### src/sv/rwmw_pkg.sv
// Shared constants, types and the CORDIC arctangent table for the mode weight block.
// No dependencies.
package rwmw_pkg;

	localparam int CORDIC_STEPS_DEF = 16;
	localparam int CORDIC_MAX       = 24;
	localparam int PROD_W           = 37;
	localparam int MOD_STAGES       = PROD_W;
	localparam int DIV_STAGES       = 32;
	localparam int PH_LAT           = 1 + MOD_STAGES + 1 + DIV_STAGES;
	localparam int RATIO_STEPS      = 16;

	localparam logic signed [32:0] CORDIC_GAIN = 33'sd652032874;

	localparam logic [2:0] REG_ORIGIN_X    = 3'd0;
	localparam logic [2:0] REG_ORIGIN_Y    = 3'd1;
	localparam logic [2:0] REG_PORT_WIDTH  = 3'd2;
	localparam logic [2:0] REG_PORT_HEIGHT = 3'd3;
	localparam logic [2:0] REG_MODE_M      = 3'd4;
	localparam logic [2:0] REG_MODE_N      = 3'd5;
	localparam logic [2:0] REG_MODE_TE     = 3'd6;

	typedef struct packed {
		logic [15:0] ratio_x;
		logic [15:0] ratio_y;
		logic        busy;
	} ratio_t;

	function automatic logic signed [33:0] atan_turn(input int i);
		logic signed [33:0] v;
		case (i)
			0:  v = 34'sd536870912;
			1:  v = 34'sd316933406;
			2:  v = 34'sd167458907;
			3:  v = 34'sd85004756;
			4:  v = 34'sd42667331;
			5:  v = 34'sd21354465;
			6:  v = 34'sd10679838;
			7:  v = 34'sd5340245;
			8:  v = 34'sd2670163;
			9:  v = 34'sd1335087;
			10: v = 34'sd667544;
			11: v = 34'sd333772;
			12: v = 34'sd166886;
			13: v = 34'sd83443;
			14: v = 34'sd41722;
			15: v = 34'sd20861;
			16: v = 34'sd10430;
			17: v = 34'sd5215;
			18: v = 34'sd2608;
			19: v = 34'sd1304;
			20: v = 34'sd652;
			21: v = 34'sd326;
			22: v = 34'sd163;
			23: v = 34'sd81;
			default: v = 34'sd0;
		endcase
		return v;
	endfunction

endpackage

### src/sv/rwmw_cordic.sv
// Pipelined rotation CORDIC: sine and cosine of a binary-turn angle, Q3.30.
// Depends on rwmw_pkg.
module rwmw_cordic #(
	parameter int STEPS = rwmw_pkg::CORDIC_STEPS_DEF
) (
	input  logic               clk,
	input  logic               en,
	input  logic [31:0]        ang,
	output logic signed [32:0] sin_o,
	output logic signed [32:0] cos_o
);
	logic signed [32:0] x_s [0:STEPS];
	logic signed [32:0] y_s [0:STEPS];
	logic signed [33:0] z_s [0:STEPS];
	logic               flip_s [0:STEPS];
	logic [31:0]        folded;
	logic               flip;

	assign flip   = (ang[31:30] == 2'd1) || (ang[31:30] == 2'd2);
	assign folded = flip ? ang - 32'h8000_0000 : ang;
	assign sin_o  = flip_s[STEPS] ? -y_s[STEPS] : y_s[STEPS];
	assign cos_o  = flip_s[STEPS] ? -x_s[STEPS] : x_s[STEPS];

	always_ff @(posedge clk) begin
		if (en) begin
			x_s[0]    <= rwmw_pkg::CORDIC_GAIN;
			y_s[0]    <= '0;
			z_s[0]    <= 34'($signed(folded));
			flip_s[0] <= flip;
			for (int i = 0; i < STEPS; i++) begin
				if (z_s[i] >= 0) begin
					x_s[i+1] <= x_s[i] - (y_s[i] >>> i);
					y_s[i+1] <= y_s[i] + (x_s[i] >>> i);
					z_s[i+1] <= z_s[i] - rwmw_pkg::atan_turn(i);
				end else begin
					x_s[i+1] <= x_s[i] + (y_s[i] >>> i);
					y_s[i+1] <= y_s[i] - (x_s[i] >>> i);
					z_s[i+1] <= z_s[i] + rwmw_pkg::atan_turn(i);
				end
				flip_s[i+1] <= flip_s[i];
			end
		end
	end
endmodule

### config.mk
export PLATFORM = sky130hd
export DESIGN_NAME = rwmw_cordic
export DESIGN_NICKNAME = d
export VERILOG_FILES = /design/src/sv/rwmw_pkg.sv /design/src/sv/rwmw_cordic.sv
export SDC_FILE = /design/constraint.sdc
export NUM_CORES = 2
export LEC_CHECK = 0
export ABC_CLOCK_PERIOD_IN_PS = 8150
export BUFFER_PORTS_ARGS = -buffer_cell sky130_fd_sc_hd__buf_2
export CAP_MARGIN = 20
export CORE_ASPECT_RATIO = 0.7
export CORE_MARGIN = 10
export CORE_UTILIZATION = 66
export DETAILED_ROUTE_END_ITERATION = 10
export HOLD_SLACK_MARGIN = 0.08
export PLACE_DENSITY = 0.87
export SYNTH_ARGS = -nofsm -noshare
export SYNTH_HDL_FRONTEND = slang
export SYNTH_SLANG_ARGS = --single-unit
### constraint.sdc
create_clock -name clk -period 8.15 [get_ports clk]
set_clock_uncertainty 0.2 [all_clocks]
set_input_delay 0.815 -clock clk [delete_from_list [all_inputs] [get_ports clk]]
set_output_delay 0.815 -clock clk [all_outputs]
set_load 0.05 [all_outputs]
==> reports/metrics.yaml <==
drt:
  vias_per_cell: 6.67
  totalWireLength_mm: 363
  drc: 0
  drt-pass1-iter-count: 10
  drtAntennaViolNets: 0
  wl_per_cell_um: 22.9
  drt_iter0_drc: 12800
  route.vias.total: 105000
clocking:
  clkSinkCount: 1491
  clkLatencyLatePin_ns: 0.86
  cts_buffers: 165
  cts_max_path_buffers: 4
  htreeDepth: 4
  post-cts-setup-buffer-count: 0
  path_clk_slew_ns: 0.07
  cts_tree: "done"
  clockRootBuffer: "clkbuf_16"
synthesis:
  synth_cells: 13200
  synthFlopType: "edfxtp_1"
  yosysTopAreaCell: "edfxtp_1"
  synth-edff-count: 1491
  async_flop_share_pct: 0
  ys.warnings.count: 0
  synth_top_area_share_pct: 35.9
  syn_nets: 14500
  syn_area_per_cell_um2: 9.48
  synth_cell_types: 89
  mappedNetlistArea_mm2: 0.125
  yosys-top-cells-area: "edfxtp_1 (36%), ha_1 (13%), xnor2_1 (9.4%)"
  yosysSeqAreaShare_pct: 35.9
  ys_seq_elements: 1491
sta:
  setup_violations: 0
  max_freq_mhz: 163
  slew_headroom_pct: 24.3
  hold_viol_final: 0
  rsz0062_at_grt: "no"
  layout_min_cycle_time_ns: 6.15
  fin_setup_tns_ns: 0
  finalCritPeriodShare_pct: 75.5
  tightest_slew_ns: 1.14
  slew_viol_final: 0
setup_path:
  crit_required_ns: 8.53
  path_max_fanout: 87
  crit_slowest_cell: "o311ai_0"
  cp_common_cell: "o21ai_0"
  critPathLaunchType: "input port"
  crit_start: "en"
  slowest_delay_ns: 0.81
  cp-end-kind: "register"
  path_class: "in2reg"
  cp_cell_sequence: "buf_12 > and2_2 > inv_1 > nand2_1 > o21ai_0 > fa_1 > nor2b_1 > o21ai_0 > a21oi_1 > o2111ai_1 > a31o_2 > o311ai_0 > o211ai_1 > a311o_1 > a31oi_1 > nand4_1 > and3_1"
  reg2reg_from: "z_s[7][33]$_DFFE_PP_"
  crit_arrival_ns: 6.53
global_routing:
  grt_util_met2_pct: 49.8
  first_global_vias: 99300
  grt-busiest-layer: "met2"
  grt_use_total_pct: 33.2
  antenna_found_initial: 5
  grt_max_degree: 144
  grt_util_met3_pct: 8.92
  grtUsageMet1_pct: 47.7
  grt_pass1_wl_mm: 560
  gr-total-overflow: 0
layout:
  drive_gt1_share_pct: 4.42
  mostFrequentLayoutCells: "edfxtp_1 (1,491), xnor2_1 (1,345), a21oi_1 (1,284)"
  area.growth.synth_to_final_pct: 6.98
  nets: 14500
  final_common_cell: "edfxtp_1"
  nFillCells: 13800
hold_path:
  hp-class: "in2reg"
  min-delay-start: "ang[31]"
placement:
  port_buffers: 99
  dp.final_hpwl_mm: 279
  place.gp.congestion: 0.997
floorplanning:
  dieArea_mm2: 0.207
  rows: 133
  initial_core_util_pct: 66.4
  die_x_um: 540
  die_h_um: 384
  ioPinCount: 100
  core_mm2: 0.188
run:
  cap_violations: 0
outcome:
  status: "completed"
## sequential cells by signal (all words and copies together) (netlist names)
| signal | count |
|---|---|
| z_s | 508 |
| y_s | 496 |
| flip_s | 17 |
| x_s | 470 |
## per-layer routing
| layer | share of wire, % | vias up |
|---|---|---|
| li1 | - | 48700 |
| met1 | 43 | 50300 |
| met2 | 43 | 5550 |
| met3 | 12 | 816 |
| met4 | 2.8 | 6 |
| met5 | 0.029 | - |
## synth_stat cells, drive strengths merged (46+ instances only)
library cell / number
edfxtp: 1491
xnor2: 1345
a21oi: 1284
ha: 1265
nor2: 969
nand2: 822
o21ai: 752
inv: 598
xor2: 579
a21o: 570
nor3: 302
clkbuf: 257
nand3: 233
nand2b: 203
o31ai: 174
nor2b: 162
o21a: 158
a31oi: 151
o21bai: 151
a211oi: 127
and3: 124
or3: 97
nor4: 93
and2: 87
nand4: 81
buf: 74
a21boi: 66
mux2i: 62
o211ai: 62
o41ai: 59
or4: 52
or2: 49
nor3b: 46
## final timing paths
path         cells past startpoint                endpoint  slack, ns
min                              2  flip_s[0][0]$_DFFE_PP_       0.12
max reg2reg                     16    y_s[8][32]$_DFFE_PP_       2.07
min reg2reg                      0     z_s[4][0]$_DFFE_PP_       0.19
max                             17   y_s[14][32]$_DFFE_PP_       2.00
## stage by stage
| step | area (µm²) | instances | utilization (%) | hold WS [ns] | setup slack, ns |
|---|---|---|---|---|---|
| finish | 133000 | 15800 | 71.0 | 0.119 | 2.00 |
| global route | 133000 | 15800 | 71.0 | 0.116 | 1.74 |
| CTS | 133000 | 15800 | 71.0 | 0.0971 | 2.27 |
| detailed placement | 128000 | 15500 | 67.9 | 0.205 | 1.45 |
| global placement | 128000 | 15500 | 67.9 | 0.201 | 1.67 |
| floorplan | 125000 | 13200 | - | 0.200 | 2.24 |
## timing repair
item,in CTS,in global routing
hold endpoints to repair,32,0
hold buffers,31,0
resized for setup,0,0
## worst max-delay path: cells and delay by family
| family | cells | cell delay, ns |
|---|---|---|
| fa+ha+maj | 1 | 0.47 |
| buf+inv | 2 | 0.92 |
| compound gates | 9 | 2.94 |
| simple gates | 5 | 1.26 |
## cell type report
class	instances	area (µm²)	share of cell area [%]
Timing Repair Buffer	206	1430	1.07
Clock inverter	97	1130	0.847
Multi-Input combinational cell	10700	76400	57.3
Sequential cell	1491	44800	33.6
Antenna cell	1	2.50	0.00188
Clock buffer	189	4280	3.21
Inverter	602	2260	1.69
Tap cell	2497	3120	2.34
## cells by family (layout without fill, tap and decap cells)
logic type	count (synthesis)	count (layout)	synth area share (%)
compound gates	3968	3968	20.2
simple gates	3409	3409	13.2
xor+xnor	1924	1924	13.5
flops	1491	1491	35.9
fa+ha+maj	1320	1320	13.4
buf+inv	933	1094	2.84
mux	105	105	0.886
other cells	0	1	0
Power is left out: the tool's default activity adds up to more than one toggle a clock period on the data nets, which glitch-free logic cannot reach.
