## src/sv/rwmw_pkg.sv

```systemverilog
// Shared constants, types and the CORDIC arctangent table for the mode weight block.
// No dependencies.
package rwmw_pkg;

	localparam int CORDIC_STEPS_DEF = 16;
	localparam int CORDIC_MAX       = 24;
	localparam int PROD_W           = 37;
	localparam int MOD_STAGES       = PROD_W;
	localparam int DIV_STAGES       = 32;
	localparam int PH_LAT           = 1 + MOD_STAGES + 1 + DIV_STAGES;
	localparam int RATIO_STEPS      = 16;

	localparam logic signed [32:0] CORDIC_GAIN = 33'sd652032874;

	localparam logic [2:0] REG_ORIGIN_X    = 3'd0;
	localparam logic [2:0] REG_ORIGIN_Y    = 3'd1;
	localparam logic [2:0] REG_PORT_WIDTH  = 3'd2;
	localparam logic [2:0] REG_PORT_HEIGHT = 3'd3;
	localparam logic [2:0] REG_MODE_M      = 3'd4;
	localparam logic [2:0] REG_MODE_N      = 3'd5;
	localparam logic [2:0] REG_MODE_TE     = 3'd6;

	typedef struct packed {
		logic [15:0] ratio_x;
		logic [15:0] ratio_y;
		logic        busy;
	} ratio_t;

	function automatic logic signed [33:0] atan_turn(input int i);
		logic signed [33:0] v;
		case (i)
			0:  v = 34'sd536870912;
			1:  v = 34'sd316933406;
			2:  v = 34'sd167458907;
			3:  v = 34'sd85004756;
			4:  v = 34'sd42667331;
			5:  v = 34'sd21354465;
			6:  v = 34'sd10679838;
			7:  v = 34'sd5340245;
			8:  v = 34'sd2670163;
			9:  v = 34'sd1335087;
			10: v = 34'sd667544;
			11: v = 34'sd333772;
			12: v = 34'sd166886;
			13: v = 34'sd83443;
			14: v = 34'sd41722;
			15: v = 34'sd20861;
			16: v = 34'sd10430;
			17: v = 34'sd5215;
			18: v = 34'sd2608;
			19: v = 34'sd1304;
			20: v = 34'sd652;
			21: v = 34'sd326;
			22: v = 34'sd163;
			23: v = 34'sd81;
			default: v = 34'sd0;
		endcase
		return v;
	endfunction

endpackage

```

## src/sv/rwmw_ratio.sv

```systemverilog
// Sequential divider for the wave-number ratios, rerun after reset and every config write.
// Depends on rwmw_pkg.
module rwmw_ratio (
	input  logic              clk,
	input  logic              arst_n,
	input  logic              start,
	input  logic [3:0]        m,
	input  logic [3:0]        n,
	input  logic [30:0]       w,
	input  logic [30:0]       h,
	output rwmw_pkg::ratio_t  st
);
	logic [34:0] ax, ay, mx;
	logic [34:0] px_q, py_q, mx_q;
	logic [15:0] qx_q, qy_q;
	logic        bx_q, by_q, busy_q, pend_q;
	logic [4:0]  cnt_q;
	logic [35:0] px2, py2;
	logic        first;

	assign ax    = 35'(m * h);
	assign ay    = 35'(n * w);
	assign mx    = (ax > ay) ? ax : ay;
	assign first = (cnt_q == 5'(rwmw_pkg::RATIO_STEPS));
	assign px2   = {px_q, first ? bx_q : 1'b0};
	assign py2   = {py_q, first ? by_q : 1'b0};

	assign st.ratio_x = qx_q;
	assign st.ratio_y = qy_q;
	assign st.busy    = busy_q | pend_q;

	always_ff @(posedge clk or negedge arst_n) begin
		if (!arst_n) begin
			pend_q <= 1'b1;
			busy_q <= 1'b0;
			cnt_q  <= '0;
		end else if (start) begin
			pend_q <= 1'b1;
			busy_q <= 1'b0;
		end else if (pend_q) begin
			pend_q <= 1'b0;
			busy_q <= 1'b1;
			cnt_q  <= 5'(rwmw_pkg::RATIO_STEPS);
		end else if (busy_q) begin
			cnt_q <= cnt_q - 5'd1;
			if (cnt_q == 5'd1)
				busy_q <= 1'b0;
		end
	end

	always_ff @(posedge clk) begin
		if (pend_q && !start) begin
			px_q <= {1'b0, ax[34:1]};
			py_q <= {1'b0, ay[34:1]};
			bx_q <= ax[0];
			by_q <= ay[0];
			mx_q <= mx;
			qx_q <= '0;
			qy_q <= '0;
		end else if (busy_q) begin
			if (px2 >= {1'b0, mx_q}) begin
				px_q <= 35'(px2 - {1'b0, mx_q});
				qx_q <= {qx_q[14:0], 1'b1};
			end else begin
				px_q <= px2[34:0];
				qx_q <= {qx_q[14:0], 1'b0};
			end
			if (py2 >= {1'b0, mx_q}) begin
				py_q <= 35'(py2 - {1'b0, mx_q});
				qy_q <= {qy_q[14:0], 1'b1};
			end else begin
				py_q <= py2[34:0];
				qy_q <= {qy_q[14:0], 1'b0};
			end
		end
	end
endmodule

```

## config.mk

```make
export PLATFORM = sky130hd
export DESIGN_NAME = rwmw_ratio
export DESIGN_NICKNAME = d
export VERILOG_FILES = /design/src/sv/rwmw_pkg.sv /design/src/sv/rwmw_ratio.sv
export SDC_FILE = /design/constraint.sdc
export NUM_CORES = 1
export LEC_CHECK = 0
export ABC_AREA = 1
export BUFFER_PORTS_ARGS = -buffer_cell sky130_fd_sc_hd__buf_2
export CORE_ASPECT_RATIO = 0.75
export CORE_MARGIN = 2
export CORE_UTILIZATION = 50
export DETAILED_ROUTE_END_ITERATION = 8
export PLACE_DENSITY_LB_ADDON = 0.05
export SYNTH_ARGS = -nofsm -noshare
export SYNTH_HDL_FRONTEND = slang
export SYNTH_SLANG_ARGS = --single-unit
```

## constraint.sdc

```tcl
create_clock -name clk -period 3.82 [get_ports clk]
set_input_delay 0.764 -clock clk [delete_from_list [all_inputs] [get_ports clk]]
set_output_delay 0.764 -clock clk [all_outputs]
set_load 0.03 [all_outputs]
```

==> results of run 1 <==
[through the flow]
step / total power, mW / hold slack, ns / TNS, ns
final: 23.5 / 0.144 / -42.05
after global routing: 25.2 / 0.146 / -47.48
after CTS: 21.3 / 0.143 / -34.87
after detailed placement: 18.5 / 0.448 / -95.73
after global placement: 18.3 / 0.441 / -90.10
after floorplan: 13.2 / 0.468 / -35.12
[metal layers]
| metal | vias up | routed length (um) | global-route usage (%) |
|---|---|---|---|
| met1 | 11400 | 35700 | 48.4 |
| met5 | - | 0 | 0 |
| li1 | 11600 | - | - |
| met2 | 1082 | 36800 | 52.6 |
| met4 | 0 | 2670 | 8.10 |
| met3 | 171 | 7030 | 4.19 |
[timing repair]
| item | CTS | global route |
|---|---|---|
| endpoints found under the hold margin | 0 | 0 |
| setup buffers | 21 | 50 |
| endpoints found under the setup margin | 78 | 75 |
| cloned | 4 | 6 |
| gates resized for setup | 260 | 415 |
| pin swaps | 62 | 224 |
[critical path, delay by kind of cell]
kind	cells	cell delay, ns
AND/OR/NAND/NOR	13	1.21
adder cells (fa/ha/maj)	4	1.64
XOR/XNOR	1	0.23
buffers and inverters	11	1.30
AO/OA/AOI/OAI	1	0.11
[final timing paths]
kind | from | depth (start not counted) | slack [ns] | endpoint
max reg2reg | cnt_q[0] | 15 | 0.19 | py_q[15]
min in group clk | qx_q[15] | 2 | 0.46 | qx_q[15]
min reg2reg | qx_q[15] | 2 | 0.46 | qx_q[15]
max | m[3] | 30 | -1.23 | mx_q[34]
min | arst_n | 1 | 0.14 | cnt_q[0]
max in group asynchronous | arst_n | 1 | 3.44 | pend_q
[final cells by class]
type	instances	share of cell area, %
Sequential cell	146	13.3
Clock buffer	19	1.51
Multi-Input combinational cell	2461	58.3
Inverter	777	9.77
Clock inverter	13	0.462
Timing Repair Buffer	535	14.2
Tap cell	578	2.40
[power by group]
part	internal, mW	leakage, nW	switching, mW
clock	0.961	0.290	0.772
sequential	2.63	1.38	0.300
combinational	7.44	14.7	11.4
total	11.0	16.3	12.5
[cells in the final DEF (no fill, tap or decap), types with 52 or more instances in the layout]
| cell | Yosys | layout |
|---|---|---|
| o21ai_1 | 32 | 52 |
| buf_4 | 1 | 388 |
| nand2_2 | 6 | 91 |
| buf_2 | 21 | 99 |
| nor2_1 | 221 | 165 |
| fa_1 | 118 | 115 |
| ha_4 | 0 | 65 |
| edfxtp_1 | 105 | 105 |
| inv_1 | 770 | 700 |
| a21oi_1 | 156 | 93 |
| nand2_1 | 1154 | 1021 |
| inv_2 | 6 | 68 |
| nand3b_1 | 61 | 61 |
| nand3_1 | 184 | 157 |
| ha_1 | 186 | 121 |
[logic make-up after synthesis]
group / count (synthesis)
and+or+nand+nor: 1723
buffers and inverters: 847
AOI/OAI and AO/OA: 356
adders and majority gates: 304
DFF: 146
xor gates and xnor gates: 78
[sequential cells by signal, summed over array words and instances, names as in the netlist]
name,count
qy_q,16
busy_q,1
qx_q,16
mx_q,35
by_q,1
px_q,35
py_q,35
pend_q,1
bx_q,1
cnt_q,5
==> summary.txt, run 1 <==
Power
  • PD cells: 781 nW/um^2
  • Leak: 16.3 nW
  • Peak VDD IR: 0.000600 V

Critical path
  • Worst Setup Path Type: in -> reg
  • Crit start category: input pin
  • Worst Path Required: 4.01 ns
  • Worst path slowest cell: fa_1
  • CP endpoint kind: register
  • Crit path DAT: 5.25 ns
  • Critical Path Fanout Max: 6
  • Crit path largest cell delay: 0.56 ns

Timing
  • Minimum clock period: 5.05 ns
  • Clock Skews: 0.0168 ns
  • Final setup viols: 49
  • Pin slew with the least headroom to its limit: 1.05 ns
  • RSZ-0062 raised after global routing: true
  • Slew headroom: 29.8%
  • Final Hold Fails: 0
  • Period utilization: 132%
  • Max-slew violation count: 0
  • Final WS setup: -1.23 ns
  • Fmax: 0.198 GHz

Route
  • Final ANT Viol Nets: 0
  • Starting DRT DRC Count: 2345
  • Drt wl/cell: 18.2 um
  • Routed WL: 82200 um
  • DRC Markers: 0
  • Vias post-DR: 24300
  • Routed vias/inst: 5.36
  • Detailed Routing Iterations Pass 1: 8

Die
  • Die Footprint: 45600 um^2
  • Die Y: 185 um
  • Initial Utilization: 50.6%
  • I/O pins: 106
  • Die X: 246 um
  • Core Area: 43400 um^2
  • Row count: 66

Synthesis
  • Post-synth EDFFs: 105
  • Async SR Flop Fraction: 4.79%
  • Most frequent cells after synthesis: 1154 x nand2_1, 770 x inv_1, 221 x nor2_1
  • Simple-gate share of the synthesized area: 33.3%
  • Cells after synthesis: 3454
  • Synth Area in Compound Gates: 8.90%
  • Multiplexer area fraction after synthesis: 0%
  • Synth Area in Adders: 21.4%
  • Syn avg cell area: 6.35 um^2
  • Mapped Area: 21900 um^2
  • Synth Flop Type: edfxtp_1
  • Synth unique cells: 49
  • Synth top area cells: nand2_1 20%, edfxtp_1 14%, inv_1 13%
  • Synth area leader: nand2_1
  • Most frequent cell after synthesis: nand2_1
  • Seq/Total Area, Yosys: 18.3%
  • Largest family of logic cells by synthesized area: simple AND/OR/NAND/NOR gates
  • Syn nets: 3831
  • Synthesized flop and latch total: 146
  • Xor and xnor area share after synthesis: 3.12%
  • Yosys Warn Count: 0
  • Post-synth top area share: 19.8%

Clock network
  • CTS tree: built
  • H-tree depth: 4
  • Worst-skew pair later-pin latency: 0.44 ns
  • CTS Hold Bufs: 0
  • Clock buffer count from CTS: 17
  • Clk sinks: 146
  • Root Driver: clkbuf_16
  • Clock Tree Buf Depth: 2
  • Clock transition at path regs: 0.07 ns

Layout
  • Area growth, synth to finish: 37.2%
  • N_diodes: 0
  • Design Area, Final: 30100 um^2
  • Register area: 4010 um^2
  • Final core occ: 69.4%
  • Area occupied by multi-input gates: 17500 um^2
  • Layout cells sized above 1: 28.2%
  • Layout Cells excl Fill: 4529
  • Nets: 4315
  • Fill cell count: 3563

Global routing
  • Number of antenna violations at the first check in global routing: 0
  • GRT Total Usage: 33.4%
  • Residual overflow from global routing: 0
  • Largest net degree at the start of global routing: 86
  • First-pass GRT wire length: 120000 um
  • Number of global-route vias before repair: 22200

Worst hold path
  • Tightest Hold Check Type: in -> async

Placed design
  • DP HPWL: 62800 um
  • IO Port Bufs: 105
  • Dpl cell area: 25900 um^2
  • Pre-CTS WS: -1.88 ns
  • RD Place Congestion: 0.996
  • Post-Place Cells: 4421

Run status
  • Status: finished, violations left
  • Failing checks: negative setup slack

Job
  • Max cap viols: 0
(Power assumes the default switching activity.)
==> run 2: changes to the inputs <==
Settings changed: ABC_AREA 1 to unset.
==> summary.txt, run 2 <==
Timing
  • Setup_tns: -98.53 ns (-56.48 ns)
  • Period utilization: 164% (+31 points)
  • Final WS setup: -2.44 ns (-1.20 ns)
  • Minimum clock period: 6.26 ns (+1.20 ns)
  • Final setup viols: 98 (+100%)
  • Clock Skews: 0.0153 ns (-0.00144 ns)
  • RSZ-0062 raised after global routing: true
  • Final Hold Fails: 0 (unchanged)
  • Max-slew violation count: 0 (unchanged)
  • Fmax: 0.160 GHz (-19%)
  • Slew headroom: 25.8% (-4.0 points)
  • Hold WS: 0.145 ns (+0.000883 ns)
  • Pin slew with the least headroom to its limit: 1.11 ns (+0.0538 ns)

Synthesis
  • Synth top area cells: edfxtp_1 16%, fa_1 12%, ha_1 12%
  • Synth area leader: edfxtp_1
  • Synthesized flop and latch total: 146 (unchanged)
  • Mapped Area: 19400 um^2 (-12%)
  • Synth Flop Type: edfxtp_1
  • Syn avg cell area: 8.31 um^2 (+31%)
  • Syn nets: 2705 (-29%)
  • Seq/Total Area, Yosys: 20.7% (+2.4 points)
  • Yosys Warn Count: 0 (unchanged)
  • Cells after synthesis: 2328 (-33%)
  • Post-synth EDFFs: 105 (unchanged)
  • Most frequent cell after synthesis: inv_1
  • Post-synth top area share: 16.3% (-3.5 points)
  • Synth unique cells: 84 (+71%)
  • Most frequent cells after synthesis: 273 x inv_1, 224 x nand2_1, 186 x ha_1
  • Async SR Flop Fraction: 4.79% (unchanged)

Clock network
  • CTS tree: built
  • CTS Hold Bufs: 0 (unchanged)
  • H-tree depth: 4 (unchanged)
  • Clk sinks: 146 (unchanged)
  • Clock buffer count from CTS: 17 (unchanged)
  • Worst-skew pair later-pin latency: 0.45 ns (about the same)
  • Clock Tree Buf Depth: 2 (unchanged)
  • Root Driver: clkbuf_16
  • Clock transition at path regs: 0.07 ns (about the same)

Critical path
  • Crit start category: input pin
  • CP endpoint kind: register
  • Crit path largest cell delay: 0.56 ns (about the same)
  • Worst Path Required: 4.01 ns (about the same)
  • Worst Setup Path Type: in -> reg
  • Crit path DAT: 6.45 ns (+1.20 ns)
  • CP delay by family, top: adder cells
  • Critical Path Fanout Max: 7 (+1)
  • Buf/Inv on CP: 7 (-4)
  • Worst path slowest cell: or4_4

Global routing
  • GRT Total Usage: 30.5% (-2.9 points)
  • First-pass GRT wire length: 98900 um (-17%)
  • Number of global-route vias before repair: 19600 (-12%)
  • Residual overflow from global routing: 0 (unchanged)
  • Number of antenna violations at the first check in global routing: 0 (unchanged)
  • Largest net degree at the start of global routing: 125 (+45%)

Run status
  • Status: finished, violations left
  • Failing checks: negative setup slack

Power
  • Pwr Total: 23.2 mW (-1.2%)
  • Power share of the sequential group: 12.9% (+0.4 points)
  • PD cells: 812 nW/um^2 (+3.9%)
  • Leak: 13.6 nW (-17%)
  • Power share of the clock group: 7.4% (about the same)
  • Power Internal: 12.7 mW (+15%)
  • Peak VDD IR: 0.000615 V (+2.5%)
  • Sw Pwr: 10.5 mW (-16%)
  • Fraction of power spent switching nets: 45.2% (-7.9 points)
  • Combinational power share: 79.7% (-0.5 points)

Route
  • Vias post-DR: 19700 (-19%)
  • Routed WL: 62800 um (-24%)
  • Met2 wire len: 29700 um (-19%)
  • Routed vias/inst: 5.63 (+5.1%)
  • Final ANT Viol Nets: 0 (unchanged)
  • Met1 wire length: 28300 um (-21%)
  • Starting DRT DRC Count: 1437 (-39%)
  • Detailed Routing Iterations Pass 1: 6 (-2)
  • Routed wl met3: 3760 um (-47%)
  • Top sig layer: met4
  • Drt wl/cell: 18.0 um (-0.93%)
  • DRC Markers: 0 (unchanged)

Placed design
  • RD Place Congestion: 0.876 (-12%)
  • Post-Place Cells: 3318 (-25%)
  • IO Port Bufs: 105 (unchanged)
  • DP HPWL: 45800 um (-27%)

Layout
  • Layout cells sized above 1: 38.3% (+10 points)
  • Area growth, synth to finish: 47.7%
  • Nets: 3346 (-22%)
  • Layout Cells excl Fill: 3494 (-23%)
  • Most common cell after layout, fill and taps aside: buf_4
  • Most frequent cells in the layout: 478 x buf_4, 235 x inv_1, 180 x nand2_1
  • Biggest registers after layout: mx_q x35, px_q x35, py_q x35
  • N_diodes: 0 (unchanged)
  • Final core occ: 74.8% (+5.4 points)

Worst hold path
  • Tightest Hold Check Type: in -> async

Die
  • Core Area: 38200 um^2 (-12%)
  • Row count: 62 (-6.1%)
  • Die Footprint: 40300 um^2 (-12%)
  • Die Y: 174 um (-5.9%)
  • I/O pins: 106 (unchanged)
  • Die X: 231 um (-5.9%)
  • Initial Utilization: 50.6% (about the same)

Job
  • Max cap viols: 0 (unchanged)
-- run 2: cell count changes after synthesis, sizes merged, moves of 37 or more --
cell | previous run | this run
inv | 776 | 274
nand2 | 1163 | 224
nand3 | 199 | 79
and2 | 1 | 168
mux2i | 0 | 45
o21ai | 126 | 89
a21oi | 158 | 121
a21o | 11 | 77
nor2 | 234 | 146
nand3b | 62 | 1
-- run 2: area by class of cell --
type / count / area [um^2]
Multi-Input combinational cell: 1814 / 16200
Fill cell: 2853 / 9650
Timing Repair Buffer: 716 / 6140
Sequential cell: 146 / 4010
Inverter: 274 / 1040
Tap cell: 512 / 641
Clock buffer: 24 / 528
Clock inverter: 8 / 58.8
-- run 2: power by group through the flow --
stage / Sequential [mW] / Combinational [mW] / Clock, mW
3_5_place_dp: 2.98 / 14.5 / 0
5_1_grt: 3.06 / 20.0 / 1.80
2_1_floorplan: 2.94 / 9.35 / 0
6_report: 3.00 / 18.5 / 1.71
3_3_place_gp: 2.96 / 14.2 / 0
4_1_cts: 2.97 / 16.9 / 1.72
-- run 2: timing repair --
item	in CTS	in global routing
setup buffers	95	63
pin swaps	184	135
resized for setup	325	198
gates cloned	13	3
setup endpoints to repair	107	107
-- run 2: routing by layer --
metal | vias to the layer above | GRT usage (%)
li1 | 9425 | -
met1 | 9613 | 42.2
met2 | 545 | 50.1
met3 | 92 | 5.12
met4 | 0 | 6.75
met5 | - | 0
-- run 2: path summary, 6_finish.rpt --
path / slack, ns / start / cells after the start / endpoint
setup / recovery: -2.44 / m[2] / 26 / mx_q[8]
hold / removal: 0.14 / arst_n / 1 / cnt_q[2]
setup reg to reg: -0.28 / cnt_q[3] / 19 / px_q[26]
hold reg to reg: 0.50 / qy_q[15] / 2 / qy_q[15]
max in group asynchronous: 3.44 / arst_n / 1 / pend_q
min in group clk: 0.45 / start / 1 / pend_q
-- run 2: cell families (layout without fill, tap and decap cells) --
kind of cell | Yosys count | in the layout | share of synthesized area, %
muxes | 53 | 53 | 2.79
xor gates and xnor gates | 106 | 106 | 4.80
AOI/OAI and AO/OA | 555 | 556 | 19.6
buffers and inverters | 369 | 1022 | 7.43
and+or+nand+nor | 795 | 795 | 20.5
DFF | 146 | 146 | 20.7
adders and majority gates | 304 | 304 | 24.2
-- run 2: through the flow --
stage	worst slack, ns	cell area, um^2
2_1_floorplan	-2.45	20100
4_1_cts	-2.43	27500
3_5_place_dp	-3.10	24400
6_report	-2.44	28600
3_3_place_gp	-2.99	24400
5_1_grt	-2.60	28600
